==> src/hdl/tlptw_pkg.sv <==
package tlptw_pkg;

  localparam int unsigned AddrW = 64;
  localparam int unsigned CfgIdxW = 1;

  localparam logic ActNewReq = 1'b0;
  localparam logic ActPteData = 1'b1;

  localparam logic ResReadReq = 1'b0;
  localparam logic ResOutcome = 1'b1;

  localparam logic [1:0] AccRead = 2'd0;
  localparam logic [1:0] AccWrite = 2'd1;
  localparam logic [1:0] AccExec = 2'd2;

  localparam logic [2:0] CauseNone = 3'd0;
  localparam logic [2:0] CauseExecMisalign = 3'd1;
  localparam logic [2:0] CauseNotPresent = 3'd2;
  localparam logic [2:0] CausePerm = 3'd3;
  localparam logic [2:0] CauseReserved = 3'd4;
  localparam logic [2:0] CauseNonCanon = 3'd5;

  localparam logic [2:0] SubNone = 3'd0;
  localparam logic [2:0] SubNoValid = 3'd1;
  localparam logic [2:0] SubPerm = 3'd2;
  localparam logic [2:0] SubReserved = 3'd3;
  localparam logic [2:0] SubCanon = 3'd4;

  localparam logic [1:0] Lvl0 = 2'd0;
  localparam logic [1:0] Lvl1 = 2'd1;
  localparam logic [1:0] Lvl2 = 2'd2;

  localparam logic [CfgIdxW-1:0] CfgPagingEn = 1'b0;
  localparam logic [CfgIdxW-1:0] CfgRootBase = 1'b1;

  localparam int unsigned PteV = 0;
  localparam int unsigned PteR = 1;
  localparam int unsigned PteW = 2;
  localparam int unsigned PteX = 3;
  localparam int unsigned PteU = 4;

  typedef struct packed {
    logic             action;
    logic [AddrW-1:0] vaddr;
    logic [1:0]       access_kind;
    logic             user_access;
    logic [AddrW-1:0] entry_data;
  } in_req_t;

  typedef struct packed {
    logic             result_kind;
    logic [AddrW-1:0] read_address;
    logic             success;
    logic [AddrW-1:0] physical_addr;
    logic [2:0]       fault_cause;
    logic [2:0]       fault_subtype;
    logic [1:0]       fault_level;
  } out_res_t;

endpackage

==> src/hdl/three_level_page_table_walker_top.sv <==
// an accepted request's result is registered and shows in the cycle after it is accepted
// throughput: one request per cycle while out_ready stays high, set by the single result register
// a returned entry while no walk is open is taken and gives no result
// reset (synchronous, rst_n low): walker idle at level 2, paging off, root base 0,
// result register empty
module three_level_page_table_walker_top
  import tlptw_pkg::*;
(
  input  logic               clk,
  input  logic               rst_n,
  input  logic               in_valid,
  output logic               in_ready,
  input  in_req_t            in_data,
  output logic               out_valid,
  input  logic               out_ready,
  output out_res_t           out_data,
  input  logic               cfg_valid,
  output logic               cfg_ready,
  input  logic [CfgIdxW-1:0] cfg_index,
  input  logic [AddrW-1:0]   cfg_data
);

  logic             paging_en_r;
  logic [AddrW-1:0] root_base_r;
  logic             busy_r, busy_nxt;
  logic [1:0]       level_r, level_nxt;
  logic [AddrW-1:0] held_va_r, held_va_nxt;
  logic [1:0]       held_acc_r, held_acc_nxt;
  logic             held_user_r, held_user_nxt;
  logic             out_valid_r, out_valid_nxt;
  out_res_t         out_data_r, out_data_nxt;
  logic             accept;

  function automatic out_res_t fault_res(logic [2:0] cause, logic [2:0] sub,
                                         logic [1:0] lvl);
    out_res_t r;
    r = '0;
    r.result_kind = ResOutcome;
    r.fault_cause = cause;
    r.fault_subtype = sub;
    r.fault_level = lvl;
    return r;
  endfunction

  function automatic out_res_t ok_res(logic [AddrW-1:0] pa);
    out_res_t r;
    r = '0;
    r.result_kind = ResOutcome;
    r.success = 1'b1;
    r.physical_addr = pa;
    return r;
  endfunction

  function automatic out_res_t read_res(logic [AddrW-1:0] addr);
    out_res_t r;
    r = '0;
    r.result_kind = ResReadReq;
    r.read_address = addr;
    return r;
  endfunction

  function automatic logic [8:0] va_index(logic [AddrW-1:0] va, logic [1:0] lvl);
    logic [8:0] idx;
    case (lvl)
      Lvl0:    idx = va[20:12];
      Lvl1:    idx = va[29:21];
      default: idx = va[38:30];
    endcase
    return idx;
  endfunction

  assign accept = in_valid && in_ready;
  assign in_ready = !out_valid_r || out_ready;
  assign cfg_ready = 1'b1;
  assign out_valid = out_valid_r;
  assign out_data = out_data_r;

  always_comb begin
    logic [AddrW-1:0] va;
    logic [AddrW-1:0] pte;
    logic [AddrW-1:0] pte_base;
    logic [AddrW-1:0] off;
    logic [1:0]       lvl;
    logic             canon;
    logic             rwx;
    logic             rsvd;
    logic             allowed;
    va = in_data.vaddr;
    pte = in_data.entry_data;
    pte_base = {pte[61:10], 12'h000};
    lvl = (level_r > Lvl2) ? Lvl2 : level_r;
    canon = (va[63:38] == '0) || (va[63:38] == '1);
    rwx = pte[PteR] || pte[PteW] || pte[PteX];
    rsvd = (pte[63:54] != '0);
    case (lvl)
      Lvl0:    off = {52'd0, held_va_r[11:0]};
      Lvl1:    off = {43'd0, held_va_r[20:0]};
      default: off = {34'd0, held_va_r[29:0]};
    endcase
    case (held_acc_r)
      AccRead:  allowed = pte[PteR];
      AccWrite: allowed = pte[PteW];
      AccExec:  allowed = pte[PteX];
      default:  allowed = 1'b0;
    endcase
    if (held_user_r && !pte[PteU]) begin
      allowed = 1'b0;
    end

    busy_nxt = busy_r;
    level_nxt = level_r;
    held_va_nxt = held_va_r;
    held_acc_nxt = held_acc_r;
    held_user_nxt = held_user_r;
    out_valid_nxt = out_valid_r && !out_ready;
    out_data_nxt = out_data_r;

    if (accept) begin
      out_valid_nxt = 1'b1;
      if (in_data.action == ActNewReq) begin
        busy_nxt = 1'b0;
        level_nxt = Lvl2;
        if (in_data.access_kind == AccExec && va[0]) begin
          out_data_nxt = fault_res(CauseExecMisalign, SubNone, Lvl0);
        end else if (!paging_en_r) begin
          out_data_nxt = ok_res(va);
        end else if (root_base_r[11:0] != '0) begin
          out_data_nxt = fault_res(CauseReserved, SubReserved, Lvl2);
        end else if (!canon) begin
          out_data_nxt = fault_res(CauseNonCanon, SubCanon, Lvl2);
        end else begin
          held_va_nxt = va;
          held_acc_nxt = in_data.access_kind;
          held_user_nxt = in_data.user_access;
          busy_nxt = 1'b1;
          out_data_nxt = read_res(root_base_r + {52'd0, va[38:30], 3'b000});
        end
      end else if (!busy_r) begin
        out_valid_nxt = out_valid_r && !out_ready;
      end else begin
        busy_nxt = 1'b0;
        level_nxt = Lvl2;
        if (!pte[PteV]) begin
          out_data_nxt = fault_res(CauseNotPresent, SubNoValid, lvl);
        end else if (lvl == Lvl0 && rsvd) begin
          out_data_nxt = fault_res(CauseReserved, SubReserved, Lvl0);
        end else if (lvl == Lvl0 || rwx) begin
          // leaf
          if (!rwx) begin
            out_data_nxt = fault_res(CauseNotPresent, SubNoValid, lvl);
          end else if (!allowed) begin
            out_data_nxt = fault_res(CausePerm, SubPerm, lvl);
          end else begin
            out_data_nxt = ok_res(pte_base + off);
          end
        end else if (rsvd) begin
          out_data_nxt = fault_res(CauseReserved, SubReserved, lvl);
        end else begin
          busy_nxt = 1'b1;
          level_nxt = lvl - 2'd1;
          out_data_nxt = read_res(pte_base +
                                  {52'd0, va_index(held_va_r, lvl - 2'd1), 3'b000});
        end
      end
    end
  end

  always_ff @(posedge clk) begin
    if (!rst_n) begin
      paging_en_r <= 1'b0;
      root_base_r <= '0;
      busy_r <= 1'b0;
      level_r <= Lvl2;
      held_va_r <= '0;
      held_acc_r <= AccRead;
      held_user_r <= 1'b0;
      out_valid_r <= 1'b0;
    end else begin
      if (cfg_valid && cfg_ready) begin
        case (cfg_index)
          CfgPagingEn: paging_en_r <= cfg_data[0];
          CfgRootBase: root_base_r <= cfg_data;
          default: ;
        endcase
      end
      busy_r <= busy_nxt;
      level_r <= level_nxt;
      held_va_r <= held_va_nxt;
      held_acc_r <= held_acc_nxt;
      held_user_r <= held_user_nxt;
      out_valid_r <= out_valid_nxt;
    end
  end

  always_ff @(posedge clk) begin
    out_data_r <= out_data_nxt;
  end

endmodule
==> config.mk <==
export PLATFORM = sky130hd
export DESIGN_NAME = three_level_page_table_walker_top
export DESIGN_NICKNAME = d
export VERILOG_FILES = /design/src/hdl/tlptw_pkg.sv /design/src/hdl/three_level_page_table_walker_top.sv
export SDC_FILE = /design/constraint.sdc
export NUM_CORES = 1
export LEC_CHECK = 0
export BUFFER_PORTS_ARGS = -buffer_cell sky130_fd_sc_hd__buf_2
export CAP_MARGIN = 5
export CELL_PAD_IN_SITES_DETAIL_PLACEMENT = 0
export CELL_PAD_IN_SITES_GLOBAL_PLACEMENT = 1
export CORE_ASPECT_RATIO = 0.8
export CORE_UTILIZATION = 44
export DETAILED_ROUTE_END_ITERATION = 12
export PLACE_DENSITY_LB_ADDON = 0.12
export SYNTH_ARGS = -nofsm -noshare
export SYNTH_HDL_FRONTEND = slang
export SYNTH_SLANG_ARGS = --single-unit
==> constraint.sdc <==
create_clock -name clk -period 8.75 [get_ports clk]
set_input_delay 0.875 -clock clk [delete_from_list [all_inputs] [get_ports clk]]
set_output_delay 0.875 -clock clk [all_outputs]
set_load 0.01 [all_outputs]
* Word-level counts from Yosys, hierarchy flattened
Cells that the tools add are included.
** Storage, ports and cells
- Register bits after elaboration :: 249
- Bits of input ports :: 202
- Output and inout bits :: 141
** Operators by class
- $add $sub $neg :: 4
- Magnitude comparators :: 1
- Equality and inequality tests :: 7
- Mux-type cells :: 43
- Bitwise logic cells :: 4
- Reduce and logical (&&, ||, !) cells :: 23
** Operators by type and width (number)
- $mux 138 :: 10
- $mux 73 :: 2
- $add 64x12->64 :: 2
- $add 64x64->64 :: 1
- $mux 9 :: 7
- $pmux 30 s2 :: 1
- $eq 26x26->1 const B :: 1
- $logic_not 26->1 :: 1
- $pmux 9 s2 :: 1
- $mux 1 :: 14
- $mux 2 :: 7
- $reduce_bool 12->1 :: 1
- $reduce_bool 10->1 :: 1
- $eq 2x1->1 const B :: 3
- $logic_not 2->1 :: 3
- $reduce_and 2->1 :: 3
- $reduce_and 6->1 :: 1
- $logic_and 1x1->1 :: 5
- $logic_or 1x1->1 :: 5
- $eq 2x2->1 const B :: 2
- $not 1->1 :: 4
- $logic_not 1->1 :: 3
- $pmux 1 s3 :: 1
- $gt 2x2->1 const B :: 1
- other kinds (2) :: 2

* Logic depth before layout (Yosys ltp)
- Depth after elaboration :: 19
- Mapped depth :: 15

* Least setup slack after synthesis
No wires, ideal clock.
- Path type :: input to register
- Start :: input out_ready
- End :: register out_data_r (netlist bit out_data[0]), enable pin
- Setup time :: 492 ps
- Arrival :: 4044 ps
- Data required time :: 8258 ps
- Path slack :: 4214 ps
- Cell stages on the path :: 4
- Path buffers :: 0
- Cell sequence :: nand2b_1 nand2_1 a21o_1 inv_1
** Between the ends
- Word-level cells in the longest chain between the ends :: 3
** RTL lines
- from (decl) :: RTL line three_level_page_table_walker_top.sv:15 : input logic out_ready,
- $logic_or 1x1->1 :: RTL line three_level_page_table_walker_top.sv:73 : assign in_ready = !out_valid_r || out_ready;
- $logic_and 1x1->1 :: RTL line three_level_page_table_walker_top.sv:72 : assign accept = in_valid && in_ready;
- $reduce_and 2->1 (no line)
- to (signal assigned) :: RTL line three_level_page_table_walker_top.sv:196 : out_data_r <= out_data_nxt;
- to (decl) :: RTL line three_level_page_table_walker_top.sv:31 : out_res_t out_data_r, out_data_nxt;
Every way passes these cells.
A chain may end at the register's enable or synchronous reset.

* Final worst setup path
- Start :: register level_r[0]
- End :: register out_data_r (netlist bit out_data[50]), data pin
** Between the ends
- Word-level cells in the longest chain between the ends :: 12
** RTL lines
- from (decl) :: RTL line three_level_page_table_walker_top.sv:26 : logic [1:0] level_r, level_nxt;
- from (signal assigned) :: RTL line three_level_page_table_walker_top.sv:173 : level_r <= Lvl2;
- from (signal assigned) :: RTL line three_level_page_table_walker_top.sv:187 : level_r <= level_nxt;
- $gt 2x2->1 :: RTL line three_level_page_table_walker_top.sv:91 : lvl = (level_r > Lvl2) ? Lvl2 : level_r;
- $mux 2 * :: RTL line three_level_page_table_walker_top.sv:91
- $eq 2x1->1 or $logic_not 2->1 (tied branches) :: RTL line three_level_page_table_walker_top.sv:95, three_level_page_table_walker_top.sv:145, three_level_page_table_walker_top.sv:147
- $pmux 30 s2 :: RTL line three_level_page_table_walker_top.sv:95 : case (lvl)
- $add 64x64->64 :: RTL line three_level_page_table_walker_top.sv:154 : out_data_nxt = ok_res(pte_base + off);
- $mux 73 :: RTL line three_level_page_table_walker_top.sv:151 : end else if (!allowed) begin
- $mux 73 :: RTL line three_level_page_table_walker_top.sv:149 : if (!rwx) begin
- $mux 138 :: RTL line three_level_page_table_walker_top.sv:147 : end else if (lvl == Lvl0 || rwx) begin
- $mux 138 * :: RTL line three_level_page_table_walker_top.sv:145 : end else if (lvl == Lvl0 && rsvd) begin
- $mux 138 * :: RTL line three_level_page_table_walker_top.sv:143 : if (!pte[PteV]) begin
- $mux 138 * :: RTL line three_level_page_table_walker_top.sv:138 : end else if (!busy_r) begin
- $mux 138 * :: RTL line three_level_page_table_walker_top.sv:120 : if (in_data.action == ActNewReq) begin
Mark *: on every way between the ends. The rest lies on a longest branch, timed or not. The select of a mux whose other input is x is not followed.

==> impl_metrics.tcl <==
set metrics [dict create \
    ys.flop_type "edfxtp_1" \
    setup_viol 0 \
    drv_cap 0 \
    seq_area_frac_synth_pct 48.0 \
    slew_headroom_pct 19.6 \
    ios 343 \
    nets 1909 \
    cp_max_fo 16 \
    cpPeakStageDelay_ns 0.99 \
    path_cells "nor2_1, nor2b_1, ha_1, inv_1, fa_1, nand2b_1, a21oi_1, o31ai_1, a21oi_1, o31ai_4, nor4b_1, xor2_1, a22o_1" \
    routed-via-count 11300 \
    cts_tree "built" \
    cts_buffers 27 \
    gp_congestion 0.889 \
    die-area_sq_mm 0.0308 \
    setup_tns_ns 0 \
    dpl_worst_slack_ns 4.07 \
    totalWireLength_um 41100 \
    cp_data_required_time_ns 9.05 \
    hold_viol_final 0 \
    port_buffers 336 \
    tightest_slew_ns 1.20 \
    async_flop_share_pct 0 \
    crit_arrival_ns 5.11 \
    holdBufCountCts 0 \
    dpl.hpwl_um 30400 \
    leakage_nw 6.27 \
    path_class "flop to flop" \
    grt_pass1_vias 10500 \
    synth_area_per_cell_sq_um 9.64 \
    endpoint_kind "flop" \
    grt_max_degree 112 \
    post_cts.repair.setup_buffers 0 \
    ir_drop_uv 145 \
    power_density_mw_per_mm2 168 \
    ys_warn_count 0 \
    grt_pass1_wl_um 62100 \
    clk_pin_slew_worst_paths_ns 0.06 \
    yosysUniqueCellTypes 75 \
    worst_path_max_delay_cell "nor2_1" \
    synth-edff-count 138 \
    seq_area_sq_mm 0.00637 \
    area_growth_pct 21.6 \
    startpoint_type "flop" \
    core-area_sq_mm 0.0295 \
    syn_area_sq_mm 0.0133 \
    antenna_found_initial 4 \
    drc 0 \
    cts_num_sinks 249 \
    die_w_um 196 \
    min_period_over_period_pct 55.0 \
    cts-resized-gates 0 \
    fin_worst_skew_ns 0.0138 \
    slew_violations 0 \
    status "complete, no violations" \
    drive_above_1_share_pct 25.5 \
    p_total_mw 2.71 \
    cts_buffer_depth 3 \
    htree_levels 1 \
    vias_per_cell 5.36 \
    insertion_delay_ns 0.54 \
    rsz0062_at_grt "false" \
    crit_path_frequent_cell "a21oi_1" \
    period_needed_ns 4.81 \
    layout_setup_ws_ns 3.94 \
    initial_core_util_pct 45.0 \
    fp.dieH_um 157 \
    cts_root_buffer "clkbuf_16" \
    wl_per_cell_um 19.5 \
    rows 56 \
    max_freq_mhz 208 \
    multi_input_area_sq_mm 0.00652 \
    drt_pass1_iterations 5 \
    synth_cells 1376 \
    grt.total_usage_pct 26.3 \
    drtIter0Drc 651 \
    hold_path_class "flop to flop" \
    ys_ff_latch 249 \
    fill_cells 2749 \
    ant_nets 0 \
    overflow 0 \
]
[final cells by class]
type / count / share of cell area (%)
inverters: 31 / 0.753
multi-input cells: 1025 / 40.4
diodes: 2 / 0.0310
repair buffers: 344 / 10.8
flip-flops and latches: 249 / 39.5
clock buffers: 41 / 4.83
clock inverters: 7 / 0.504
well taps: 406 / 3.15
[logic make-up (layout without fill, tap and decap cells)]
logic type | after synthesis | after routing | share of synthesized area, %
AND/OR/NAND/NOR | 541 | 541 | 19.8
multiplexers | 11 | 11 | 0.915
XOR/XNOR | 102 | 102 | 6.74
buffers and inverters | 104 | 423 | 3.15
adder cells (fa/ha/maj) | 29 | 29 | 2.85
flip-flops | 249 | 249 | 48.0
AO/OA/AOI/OAI | 338 | 338 | 18.5
other | 2 | 6 | 0.0566
[worst max-delay path: cells and delay by family (launching register included)]
kind	cells	cell delay, ns
compound gates	5	1.95
xor+xnor	1	0.20
fa+ha+maj	2	0.44
buf+inv	1	0.08
flops	1	0.49
simple gates	4	1.42
[sequential cells by signal, indices dropped and copies added, names as in the netlist]
name	count
held_va_r	39
out_valid	1
out_data	138
paging_en_r	1
busy_r	1
held_user_r	1
level_r	2
held_acc_r	2
root_base_r	64
[power by group]
part,switching [mW],internal [mW],leakage (nW)
clock,0.456,0.666,0.420
combinational,0.170,0.116,3.62
sequential,0.0254,1.28,2.24
[routing by layer]
layer	track usage (%)	vias to the layer above	wire, um	part of all wire (%)
met2	40.6	389	18000	44
met1	38.3	5309	19600	48
li1	-	5525	-	-
met5	0	-	35	0.085
met4	4.95	6	693	1.7
met3	5.06	48	2750	6.7
[synth_stat cells, types with 4 or more instances]
cell / count / area share (%)
a21boi_0: 112 / 6.3
a21o_1: 13 / 0.74
a21oi_1: 34 / 1.3
a22o_1: 59 / 3.9
and2_1: 15 / 0.71
and3_1: 19 / 0.90
and4_1: 4 / 0.26
buf_1: 4 / 0.11
buf_2: 5 / 0.19
clkbuf_1: 60 / 1.7
dfxtp_1: 111 / 17
edfxtp_1: 138 / 31
ha_1: 27 / 2.5
inv_1: 31 / 0.88
mux2_2: 9 / 0.76
nand2_1: 300 / 8.5
nand2b_1: 8 / 0.38
nand3_1: 47 / 1.8
nand4_1: 14 / 0.66
nor2_1: 43 / 1.2
nor2b_1: 15 / 0.71
nor3_1: 17 / 0.64
nor3_2: 4 / 0.30
nor3b_1: 4 / 0.23
nor4_1: 19 / 0.90
nor4_2: 5 / 0.47
o211ai_1: 7 / 0.40
o21a_1: 5 / 0.28
o21ai_0: 60 / 2.3
o22ai_1: 13 / 0.61
or2_2: 5 / 0.24
or3_1: 5 / 0.24
xnor2_1: 44 / 2.9
xor2_1: 58 / 3.8
[placed cells by master, fill, tap and decap left out, drive strengths merged, types with 26 or more instances in the layout]
cell type  count
buf          344
nand2        300
edfxtp       138
a21boi       112
dfxtp        111
o21ai         63
a22o          60
xor2          58
nand3         49
nor2          46
xnor2         44
clkbuf        41
a21oi         34
inv           31
ha            27
nor4          26
[final timing paths]
kind                        startpoint                         to  slack (ns)  cells after the start
max            level_r[0]$_SDFFE_PN0P_     out_data[50]$_DFFE_PP_        3.94                     13
min          held_va_r[0]$_SDFFE_PN0P_  held_va_r[0]$_SDFFE_PN0P_        0.46                      2
max reg2reg    level_r[0]$_SDFFE_PN0P_     out_data[50]$_DFFE_PP_        3.94                     13
min reg2reg  held_va_r[0]$_SDFFE_PN0P_  held_va_r[0]$_SDFFE_PN0P_        0.46                      2
[stage by stage]
stage | cell area, sq um | hold slack [ns] | instances | utilization (%)
CTS | 16100 | 0.464 | 2103 | 54.6
finish | 16100 | 0.463 | 2105 | 54.7
detailed placement | 15300 | 0.455 | 2055 | 51.7
floorplan | 13300 | 0.439 | 1378 | -
global route | 16100 | 0.488 | 2104 | 54.6
global placement | 15300 | 0.449 | 2055 | 51.7
Power figures use the tool's default switching activity.
